$ cat src/hdl/deque_with_search_core_macros.svh
// ----------------------------------------------------------------------------
// Deque with search: assertion macros
// Concurrent assertion helpers, compiled out for synthesis.
// ----------------------------------------------------------------------------
`ifndef DEQUE_WITH_SEARCH_CORE_MACROS_SVH
`define DEQUE_WITH_SEARCH_CORE_MACROS_SVH

`ifndef SYNTHESIS

// Same-cycle implication, disabled during reset.
`define DWS_ASSERT_IMP(label, clk, rst, ante, cons) \
  label: assert property (@(posedge clk) disable iff (rst) (ante) |-> (cons)) \
    else $error("deque_with_search_core: assertion failed");

// Next-cycle implication, disabled during reset.
`define DWS_ASSERT_NEXT(label, clk, rst, ante, cons) \
  label: assert property (@(posedge clk) disable iff (rst) (ante) |=> (cons)) \
    else $error("deque_with_search_core: assertion failed");

`else

`define DWS_ASSERT_IMP(label, clk, rst, ante, cons)
`define DWS_ASSERT_NEXT(label, clk, rst, ante, cons)

`endif

`endif

$ cat src/hdl/dws_pkg.sv
`timescale 1ns / 1ps
// ----------------------------------------------------------------------------
// Deque with search: shared package
// Request and result formats, command and result codes, and the command and
// status bundles between the controller and the datapath.
// ----------------------------------------------------------------------------
package dws_pkg;

  localparam int DEPTH_DEF = 64;
  localparam int DATA_W    = 32;

  // Command codes carried in a request.
  localparam logic [2:0] CMD_PUSH_HEAD = 3'd0;
  localparam logic [2:0] CMD_PUSH_TAIL = 3'd1;
  localparam logic [2:0] CMD_POP_HEAD  = 3'd2;
  localparam logic [2:0] CMD_POP_TAIL  = 3'd3;
  localparam logic [2:0] CMD_SEARCH    = 3'd4;
  localparam logic [2:0] CMD_DUMP      = 3'd5;

  // Result kinds.
  localparam logic [2:0] KIND_EMPTY     = 3'd0;
  localparam logic [2:0] KIND_FOUND     = 3'd1;
  localparam logic [2:0] KIND_NOT_FOUND = 3'd2;
  localparam logic [2:0] KIND_ELEMENT   = 3'd3;
  localparam logic [2:0] KIND_FULL      = 3'd4;

  typedef struct packed {
    logic [2:0]               cmd;
    logic signed [DATA_W-1:0] value;
  } req_t;

  typedef struct packed {
    logic [2:0]               kind;
    logic signed [DATA_W-1:0] element;
    logic                     last;
  } rsp_t;

  // Commands from the controller to the datapath.
  typedef struct packed {
    logic       push_head;
    logic       push_tail;
    logic       pop_head;
    logic       pop_tail;
    logic       start;
    logic       rd;
    logic       emit;
    logic [2:0] kind;
    logic       last;
  } ctl_t;

  // Status from the datapath to the controller.
  typedef struct packed {
    logic full;
    logic empty;
    logic match;
    logic at_last;
    logic out_free;
  } sts_t;

endpackage

$ cat src/hdl/deque_with_search_core.sv
`timescale 1ns / 1ps
// ----------------------------------------------------------------------------
// Deque with search: top level
// Bounded double-ended queue of signed 32-bit values in a ring buffer, with
// push and pop at both ends, a search for a value, and a dump of all entries.
// ----------------------------------------------------------------------------
//
//   Channel  Signals                    Direction  Contents
//   req      req_valid, req_stall, req  in         cmd, value
//   rsp      rsp_valid, rsp_stall, rsp  out        kind, element, last
//
// Pushes and pops finish in the cycle they are accepted; a dropped push or a
// search or dump of an empty queue goes through S_ONE for its result. Search
// and dump walk the storage RAM's single read port, one entry a cycle.
// Reset clears head, occupancy, rsp_valid and the FSM; storage needs no clearing.
// A stalled result holds the walk in place until the output register frees.
// ----------------------------------------------------------------------------
`include "deque_with_search_core_macros.svh"

module deque_with_search_core #(
  parameter int DEPTH = dws_pkg::DEPTH_DEF
) (
  input  logic          clk,
  input  logic          rst,
  input  logic          req_valid,
  output logic          req_stall,
  input  dws_pkg::req_t req,
  output logic          rsp_valid,
  input  logic          rsp_stall,
  output dws_pkg::rsp_t rsp
);

  import dws_pkg::*;

  ctl_t ctl;
  sts_t sts;

  dws_ctrl u_ctrl (
    .clk       (clk),
    .rst       (rst),
    .req_valid (req_valid),
    .req_cmd   (req.cmd),
    .req_stall (req_stall),
    .ctl       (ctl),
    .sts       (sts)
  );

  dws_datapath #(
    .DEPTH (DEPTH)
  ) u_datapath (
    .clk       (clk),
    .rst       (rst),
    .req       (req),
    .ctl       (ctl),
    .sts       (sts),
    .rsp_valid (rsp_valid),
    .rsp_stall (rsp_stall),
    .rsp       (rsp)
  );

  // A search always produces a result, so the block is busy right after it.
  `DWS_ASSERT_NEXT(a_search_busy, clk, rst, req_valid && !req_stall && req.cmd == CMD_SEARCH, req_stall)

  // Pops finish in the cycle they are accepted.
  `DWS_ASSERT_NEXT(a_pop_single, clk, rst, req_valid && !req_stall && (req.cmd == CMD_POP_HEAD || req.cmd == CMD_POP_TAIL), !req_stall)

  // Only dump elements may be followed by more results from the same request.
  `DWS_ASSERT_IMP(a_last_kind, clk, rst, rsp_valid && !rsp.last, rsp.kind == KIND_ELEMENT)

  // While a walk is in progress no new request is taken.
  `DWS_ASSERT_IMP(a_walk_stalls, clk, rst, ctl.rd, req_stall)

endmodule

$ cat src/hdl/dws_ram.sv
`timescale 1ns / 1ps
// ----------------------------------------------------------------------------
// Deque with search: generic RAM
// One write port and one read port with registered read data.
// ----------------------------------------------------------------------------
module dws_ram #(
  parameter int WIDTH = 32,
  parameter int DEPTH = 64
) (
  input  logic                     clk,
  input  logic                     wr_en,
  input  logic [$clog2(DEPTH)-1:0] wr_addr,
  input  logic [WIDTH-1:0]         wr_data,
  input  logic                     rd_en,
  input  logic [$clog2(DEPTH)-1:0] rd_addr,
  output logic [WIDTH-1:0]         rd_data
);

  logic [WIDTH-1:0] mem [DEPTH];

  // Write port.
  always_ff @(posedge clk) begin
    if (wr_en) begin
      mem[wr_addr] <= wr_data;
    end
  end

  // Read port; the data holds while no read is issued.
  always_ff @(posedge clk) begin
    if (rd_en) begin
      rd_data <= mem[rd_addr];
    end
  end

endmodule

$ cat src/hdl/dws_datapath.sv
`timescale 1ns / 1ps
// ----------------------------------------------------------------------------
// Deque with search: datapath
// Ring buffer storage, head and occupancy registers, the walk pointer used by
// search and dump, and the result output register.
// ----------------------------------------------------------------------------
module dws_datapath #(
  parameter int DEPTH = dws_pkg::DEPTH_DEF
) (
  input  logic          clk,
  input  logic          rst,
  input  dws_pkg::req_t req,
  input  dws_pkg::ctl_t ctl,
  output dws_pkg::sts_t sts,
  output logic          rsp_valid,
  input  logic          rsp_stall,
  output dws_pkg::rsp_t rsp
);

  import dws_pkg::*;

  localparam int IDX_W = $clog2(DEPTH);
  localparam int CNT_W = $clog2(DEPTH + 1);

  logic [IDX_W-1:0]  head;
  logic [CNT_W-1:0]  occ;
  logic [IDX_W-1:0]  walk_addr;
  logic [IDX_W-1:0]  cnt;
  logic [DATA_W-1:0] value_q;
  logic [DATA_W-1:0] rd_data;

  logic [IDX_W-1:0]  head_prev;
  logic [IDX_W-1:0]  head_succ;
  logic [IDX_W-1:0]  walk_succ;
  logic [IDX_W:0]    tail_sum;
  logic [IDX_W-1:0]  tail_addr;
  logic [IDX_W-1:0]  wr_addr;
  logic              wr_en;

  // Ring index arithmetic, wrapping at DEPTH.
  assign head_prev = (head == '0) ? IDX_W'(DEPTH - 1) : head - IDX_W'(1);
  assign head_succ = (head == IDX_W'(DEPTH - 1)) ? '0 : head + IDX_W'(1);
  assign walk_succ = (walk_addr == IDX_W'(DEPTH - 1)) ? '0 : walk_addr + IDX_W'(1);

  // The slot just past the tail; head and occupancy are both below DEPTH here.
  assign tail_sum  = (IDX_W + 1)'(head) + (IDX_W + 1)'(occ);
  assign tail_addr = (tail_sum >= (IDX_W + 1)'(DEPTH)) ?
                     IDX_W'(tail_sum - (IDX_W + 1)'(DEPTH)) : IDX_W'(tail_sum);

  assign wr_en   = ctl.push_head | ctl.push_tail;
  assign wr_addr = ctl.push_head ? head_prev : tail_addr;

  dws_ram #(
    .WIDTH (DATA_W),
    .DEPTH (DEPTH)
  ) u_slots (
    .clk     (clk),
    .wr_en   (wr_en),
    .wr_addr (wr_addr),
    .wr_data (req.value),
    .rd_en   (ctl.rd),
    .rd_addr (walk_addr),
    .rd_data (rd_data)
  );

  // Head, occupancy and result valid.
  always_ff @(posedge clk) begin
    if (rst) begin
      head      <= '0;
      occ       <= '0;
      rsp_valid <= 1'b0;
    end else begin
      if (ctl.push_head) begin
        head <= head_prev;
        occ  <= occ + CNT_W'(1);
      end else if (ctl.push_tail) begin
        occ  <= occ + CNT_W'(1);
      end else if (ctl.pop_head) begin
        head <= head_succ;
        occ  <= occ - CNT_W'(1);
      end else if (ctl.pop_tail) begin
        occ  <= occ - CNT_W'(1);
      end
      if (ctl.emit) begin
        rsp_valid <= 1'b1;
      end else if (!rsp_stall) begin
        rsp_valid <= 1'b0;
      end
    end
  end

  // Walk state and result payload. The offset counter starts at all ones so
  // that the first read brings it to zero, matching the element in rd_data.
  always_ff @(posedge clk) begin
    if (ctl.start) begin
      value_q   <= req.value;
      walk_addr <= head;
      cnt       <= '1;
    end else if (ctl.rd) begin
      walk_addr <= walk_succ;
      cnt       <= cnt + IDX_W'(1);
    end
    if (ctl.emit) begin
      rsp.kind    <= ctl.kind;
      rsp.element <= (ctl.kind == KIND_ELEMENT) ? rd_data : '0;
      rsp.last    <= ctl.last;
    end
  end

  // Status toward the controller.
  assign sts.full     = (occ == CNT_W'(DEPTH));
  assign sts.empty    = (occ == '0);
  assign sts.match    = (rd_data == value_q);
  assign sts.at_last  = ((CNT_W'(cnt) + CNT_W'(1)) == occ);
  assign sts.out_free = !rsp_valid || !rsp_stall;

endmodule

$ cat src/hdl/dws_ctrl.sv
`timescale 1ns / 1ps
// ----------------------------------------------------------------------------
// Deque with search: controller
// Decodes each request and sequences single results and the walks of search
// and dump over the stored entries.
// ----------------------------------------------------------------------------
module dws_ctrl (
  input  logic          clk,
  input  logic          rst,
  input  logic          req_valid,
  input  logic [2:0]    req_cmd,
  output logic          req_stall,
  output dws_pkg::ctl_t ctl,
  input  dws_pkg::sts_t sts
);

  import dws_pkg::*;

  typedef enum logic [1:0] {
    S_IDLE,
    S_ONE,
    S_READ,
    S_CHECK
  } state_t;

  state_t     state;
  state_t     state_next;
  logic [2:0] kind_q;
  logic [2:0] kind_next;
  logic       is_dump;
  logic       is_dump_next;

  // Command decode and next state.
  always_comb begin
    ctl          = '0;
    state_next   = state;
    kind_next    = kind_q;
    is_dump_next = is_dump;
    req_stall    = (state != S_IDLE);
    unique case (state)
      S_IDLE: begin
        if (req_valid) begin
          case (req_cmd)
            CMD_PUSH_HEAD, CMD_PUSH_TAIL: begin
              if (sts.full) begin
                kind_next  = KIND_FULL;
                state_next = S_ONE;
              end else begin
                ctl.push_head = (req_cmd == CMD_PUSH_HEAD);
                ctl.push_tail = (req_cmd == CMD_PUSH_TAIL);
              end
            end
            CMD_POP_HEAD: begin
              ctl.pop_head = !sts.empty;
            end
            CMD_POP_TAIL: begin
              ctl.pop_tail = !sts.empty;
            end
            CMD_SEARCH, CMD_DUMP: begin
              if (sts.empty) begin
                kind_next  = KIND_EMPTY;
                state_next = S_ONE;
              end else begin
                ctl.start    = 1'b1;
                is_dump_next = (req_cmd == CMD_DUMP);
                state_next   = S_READ;
              end
            end
            default: begin
            end
          endcase
        end
      end
      S_ONE: begin
        if (sts.out_free) begin
          ctl.emit   = 1'b1;
          ctl.kind   = kind_q;
          ctl.last   = 1'b1;
          state_next = S_IDLE;
        end
      end
      S_READ: begin
        ctl.rd     = 1'b1;
        state_next = S_CHECK;
      end
      S_CHECK: begin
        if (!is_dump) begin
          // Search: stop on a match or after the tail entry.
          if (sts.match || sts.at_last) begin
            if (sts.out_free) begin
              ctl.emit   = 1'b1;
              ctl.kind   = sts.match ? KIND_FOUND : KIND_NOT_FOUND;
              ctl.last   = 1'b1;
              state_next = S_IDLE;
            end
          end else begin
            ctl.rd = 1'b1;
          end
        end else if (sts.out_free) begin
          // Dump: one element per cycle while the output takes them.
          ctl.emit = 1'b1;
          ctl.kind = KIND_ELEMENT;
          ctl.last = sts.at_last;
          if (sts.at_last) begin
            state_next = S_IDLE;
          end else begin
            ctl.rd = 1'b1;
          end
        end
      end
      default: begin
        state_next = S_IDLE;
      end
    endcase
  end

  // State and registered decode results.
  always_ff @(posedge clk) begin
    if (rst) begin
      state   <= S_IDLE;
      kind_q  <= KIND_EMPTY;
      is_dump <= 1'b0;
    end else begin
      state   <= state_next;
      kind_q  <= kind_next;
      is_dump <= is_dump_next;
    end
  end

endmodule
$ cat config.mk
export PLATFORM = sky130hd
export DESIGN_NAME = deque_with_search_core
export DESIGN_NICKNAME = d
export VERILOG_FILES = /design/src/hdl/dws_pkg.sv /design/src/hdl/deque_with_search_core.sv /design/src/hdl/dws_ram.sv /design/src/hdl/dws_datapath.sv /design/src/hdl/dws_ctrl.sv
export VERILOG_INCLUDE_DIRS = /design/src /design/src/hdl
export SDC_FILE = /design/constraint.sdc
export NUM_CORES = 2
export LEC_CHECK = 0
export ABC_AREA = 0
export BUFFER_PORTS_ARGS = -buffer_cell sky130_fd_sc_hd__buf_2
export CAP_MARGIN = 20
export CORE_MARGIN = 5
export CORE_UTILIZATION = 60
export CTS_BUF_LIST = sky130_fd_sc_hd__clkbuf_8
export DETAILED_ROUTE_END_ITERATION = 8
export GPL_TIMING_DRIVEN = 0
export HOLD_SLACK_MARGIN = 0.15
export PLACE_DENSITY = 0.73
export SLEW_MARGIN = 15
export SYNTH_ARGS = -nofsm -noshare
export SYNTH_HDL_FRONTEND = slang
export SYNTH_SLANG_ARGS = --single-unit
$ cat constraint.sdc
create_clock -name clk -period 4.7 [get_ports clk]
set_input_delay 0.235 -clock clk [delete_from_list [all_inputs] [get_ports clk]]
set_output_delay 0.235 -clock clk [all_outputs]
set_load 0.005 [all_outputs]
==> flow_results.xml <==
<?xml version="1.0" encoding="UTF-8"?>
<metrics>
  <group name="timing">
    <metric name="finClkSkew" unit="ps">41.9</metric>
    <metric name="actual_slew_at_the_worst_max_slew_pin" unit="ps">1230</metric>
    <metric name="max_freq" unit="MHz">214</metric>
    <metric name="fin_worst_hold_slack" unit="ps">269</metric>
    <metric name="timing_max_transition_violations_final" unit="">0</metric>
    <metric name="finalWorstSetupSlack" unit="ps">19.1</metric>
    <metric name="tns" unit="ps">0</metric>
    <metric name="report.final.hold_viol_count" unit="">0</metric>
    <metric name="rsz0062_at_grt" unit="">no</metric>
    <metric name="normalized_max_slew_margin" unit="%">17.8</metric>
    <metric name="finalSetupViolations" unit="">0</metric>
    <metric name="final.min_clock_period" unit="ps">4680</metric>
    <metric name="period_share" unit="%">99.6</metric>
  </group>
  <group name="setup_path">
    <metric name="critical_path.startpoint_type" unit="">register</metric>
    <metric name="setup.worst_path.start" unit="">u_datapath.walk_addr[1]$_DFFE_PP_</metric>
    <metric name="worst_ep_required_time" unit="ps">5330</metric>
    <metric name="critical_path_cell_with_the_highest_stage_delay" unit="">clkbuf_1</metric>
    <metric name="worstPathMaxFanout" unit="">10</metric>
    <metric name="critical_path_arrival" unit="ps">5310</metric>
    <metric name="cpPeakStageDelay" unit="ps">860</metric>
    <metric name="crit_type" unit="">register to register</metric>
    <metric name="critPathCaptureType" unit="">register</metric>
    <metric name="critical_path.cell_chain" unit="">buf_2 -&gt; buf_2 -&gt; buf_2 -&gt; clkbuf_1 -&gt; mux4_2 -&gt; o22ai_1 -&gt; o21ai_0 -&gt; nand3_1 -&gt; o21ai_0</metric>
    <metric name="path_common_cell" unit="">buf_2</metric>
    <metric name="rr_startpoint" unit="">u_datapath.walk_addr[1]$_DFFE_PP_</metric>
  </group>
  <group name="layout">
    <metric name="net_count_of_the_finished_layout" unit="">4914</metric>
    <metric name="layout-drive-gt1-share" unit="%">20.1</metric>
    <metric name="final_cells" unit="">6992</metric>
    <metric name="fin_util" unit="%">68.4</metric>
    <metric name="area.growth.synth_to_final" unit="%">13.7</metric>
    <metric name="finish.instance_area" unit="um2">96500</metric>
  </group>
  <group name="floorplanning">
    <metric name="die_height" unit="um">386</metric>
    <metric name="design.core.area" unit="um2">141000</metric>
    <metric name="ioPinCount" unit="">77</metric>
    <metric name="start_util" unit="%">60.2</metric>
    <metric name="placementRows" unit="">138</metric>
    <metric name="die-area" unit="um2">149000</metric>
    <metric name="die_w" unit="um">386</metric>
  </group>
  <group name="power_and_ir_drop">
    <metric name="totalPowerFinal" unit="mW">38.9</metric>
    <metric name="vdd_drop_max" unit="V">0.000337</metric>
    <metric name="share_comb_of_total_power" unit="%">8.4</metric>
    <metric name="power.share.clock" unit="%">36.1</metric>
    <metric name="p_sw_share" unit="%">24.0</metric>
    <metric name="total_switching_power" unit="mW">9.34</metric>
    <metric name="total_power_density_per_cell_area" unit="nW/um2">403</metric>
    <metric name="power.share.sequential" unit="%">55.5</metric>
    <metric name="power_leakage" unit="nW">31.7</metric>
    <metric name="p_int" unit="mW">29.5</metric>
  </group>
  <group name="clocking">
    <metric name="clkLatencyLatePin" unit="ps">1020</metric>
    <metric name="tritoncts" unit="">built</metric>
    <metric name="tritoncts.num_buffers" unit="">339</metric>
    <metric name="cts_max_path_buffers" unit="">4</metric>
    <metric name="clock_tree.root_cell" unit="">clkbuf_8</metric>
    <metric name="clk_pin_slew_worst_paths" unit="ps">70</metric>
    <metric name="clock_sink_count" unit="">2178</metric>
    <metric name="clock_tree.htree_level_count" unit="">5</metric>
  </group>
  <group name="synthesis">
    <metric name="synth_edf_count" unit="">2154</metric>
    <metric name="postSynthNetCount" unit="">4365</metric>
    <metric name="synthDominantAreaCellType" unit="">edfxtp_1</metric>
    <metric name="syn_avg_cell_area" unit="um2">19.7</metric>
    <metric name="ys_async_rst_share" unit="%">0</metric>
    <metric name="synth_top_flop_cell" unit="">edfxtp_1</metric>
    <metric name="post_synth_num_cell_types" unit="">74</metric>
    <metric name="yosys.area.top_type_share" unit="%">76.2</metric>
    <metric name="synthTopCellsByCount" unit="">edfxtp_1, mux2i_1, o221ai_1, mux4_2, nand2_1</metric>
    <metric name="syn-instance-count" unit="">4313</metric>
    <metric name="sequential_fraction_of_the_synthesis_area" unit="%">76.8</metric>
    <metric name="synthMostInstantiatedCell" unit="">edfxtp_1</metric>
    <metric name="synthesis.yosys.warnings" unit="">0</metric>
    <metric name="synth-seq-cells" unit="">2178</metric>
    <metric name="yosys-top-cells-area" unit="">edfxtp_1, mux4_2, mux2i_1, o221ai_1, o21ai_0</metric>
    <metric name="syn-cell-area" unit="um2">84900</metric>
  </group>
  <group name="detailed_routing">
    <metric name="drt_drc_violations_left" unit="">0</metric>
    <metric name="detail_route.wirelength" unit="um">233000</metric>
    <metric name="wl_per_cell" unit="um">33.3</metric>
    <metric name="post_drt_via_cell_ratio" unit="">6.65</metric>
    <metric name="drt_iter0_markers" unit="">7183</metric>
    <metric name="total_number_of_vias" unit="">46500</metric>
    <metric name="drt-pass1-iter-count" unit="">9</metric>
    <metric name="route.antenna.remaining_nets" unit="">0</metric>
  </group>
  <group name="placement">
    <metric name="placedCellCount" unit="">6353</metric>
    <metric name="place_congestion" unit="">1.02</metric>
    <metric name="placed_area" unit="um2">90000</metric>
    <metric name="preCtsSetupSlack" unit="ps">-498</metric>
    <metric name="io_buffer_count" unit="">75</metric>
    <metric name="hpwlAfterDp" unit="um">157000</metric>
  </group>
  <group name="global_route">
    <metric name="number_of_global_route_vias_before_repair" unit="">45000</metric>
    <metric name="grt_antenna_before_repair" unit="">15</metric>
    <metric name="wire_length_of_the_first_global_routing_pass" unit="um">326000</metric>
    <metric name="grt_overflow" unit="">0</metric>
    <metric name="grt_util_all_layers" unit="%">31.5</metric>
    <metric name="maximum_number_of_pins_on_one_net_before_global_route_repair" unit="">66</metric>
  </group>
  <group name="job">
    <metric name="max-cap-violations" unit="">0</metric>
  </group>
  <group name="run_status">
    <metric name="outcome" unit="">complete, no violations</metric>
  </group>
  <group name="hold_path">
    <metric name="min-delay-start" unit="">req[15]</metric>
    <metric name="hp_class" unit="">input port to register</metric>
  </group>
</metrics>
-- cell families (layout without fill, tap and decap cells) --
family,count (synthesis),count (layout),share of synthesized area [%]
compound gates,588,588,5.25
xor+xnor,53,53,0.547
fa+ha+maj,13,13,0.200
buf+inv,274,1052,1.53
flops,2178,2178,76.8
mux,764,764,13.2
other cells,0,11,0
simple gates,443,443,2.49
-- critical path, delay by kind of cell, from the launching register on --
kind            cells  cell delay (ps)
compound gates      3             1000
mux                 1              460
buf+inv             4             2060
flops               1              350
simple gates        1              440
-- path summary, 6_finish.rpt --
kind | slack (ps) | end | depth (start not counted)
min reg2reg | 530 | u_datapath.cnt[1]$_SDFFE_PP1P_ | 2
max reg2reg | 20 | u_datapath.u_slots.rd_data[19]$_DFFE_PP_ | 9
max | 20 | u_datapath.u_slots.rd_data[19]$_DFFE_PP_ | 9
min | 270 | u_datapath.u_slots.mem[19][15]$_DFFE_PP_ | 2
-- layer usage --
layer / track usage (%) / vias up / part of all wire, %
li1: - / 19100 / -
met1: 44.7 / 23600 / 37
met2: 44.9 / 3369 / 44
met3: 12.9 / 418 / 16
met4: 10.8 / 2 / 3.7
met5: 0 / - / 0.0056
-- layout make-up --
class                      count  area (um2)
tap                         1890        2360
clock buffer                 346        4760
clock inverter               224        1030
timing repair buffer         209        2890
sequential                  2178       65200
buffer                       256        1240
antenna                       11        27.5
fill                        8750       44600
multi-input combinational   1861       18900
inverter                      17        65.1
-- registers in the layout, indices dropped and copies added, names as in the netlist --
| signal | cells |
|---|---|
| u_ctrl.is_dump | 1 |
| u_ctrl.kind_q | 1 |
| u_ctrl.state | 2 |
| u_datapath.cnt | 6 |
| u_datapath.head | 6 |
| u_datapath.occ | 7 |
| u_datapath.rsp | 36 |
| u_datapath.rsp_valid | 1 |
| u_datapath.u_slots.mem | 2048 |
| u_datapath.u_slots.rd_data | 32 |
| u_datapath.value_q | 32 |
| u_datapath.walk_addr | 6 |
-- layout by cell type, fill, tap and decap left out, types with 30 or more instances in the layout --
cell and instances:
clkbuf_8 346, buf_4 62, buf_12 30, o21ai_0 108, o221ai_1 294, xnor2_1 46, nor2_4 65, buf_16 46
inv_1 137, o211ai_1 59, mux2i_1 478, and2_1 37, clkinv_1 72, dlygate4sd3_1 53, nand3_1 103, o22ai_1 56
nor2_1 32, edfxtp_1 2154, clkbuf_1 124, buf_2 112, mux4_2 285, nand2_1 131
-- repair_timing --
action,in CTS,in global routing
gates resized for setup,6,5
hold buffers,52,1
endpoints found under the setup margin,22,16
buffers inserted,0,3
pin swaps,0,0
hold endpoints to repair,2144,1
-- power by group through the flow --
| stage | registers [mW] | logic, mW | clock network (mW) |
|---|---|---|---|
| floorplan | 21.9 | 1.63 | 0 |
| detailed placement | 22.0 | 3.10 | 0 |
| global route | 21.5 | 3.39 | 15.1 |
| CTS | 21.5 | 3.14 | 14.1 |
| finish | 21.6 | 3.27 | 14.0 |
| global placement | 22.0 | 2.97 | 0 |
No activity file was read; power rests on OpenSTA's default activity.
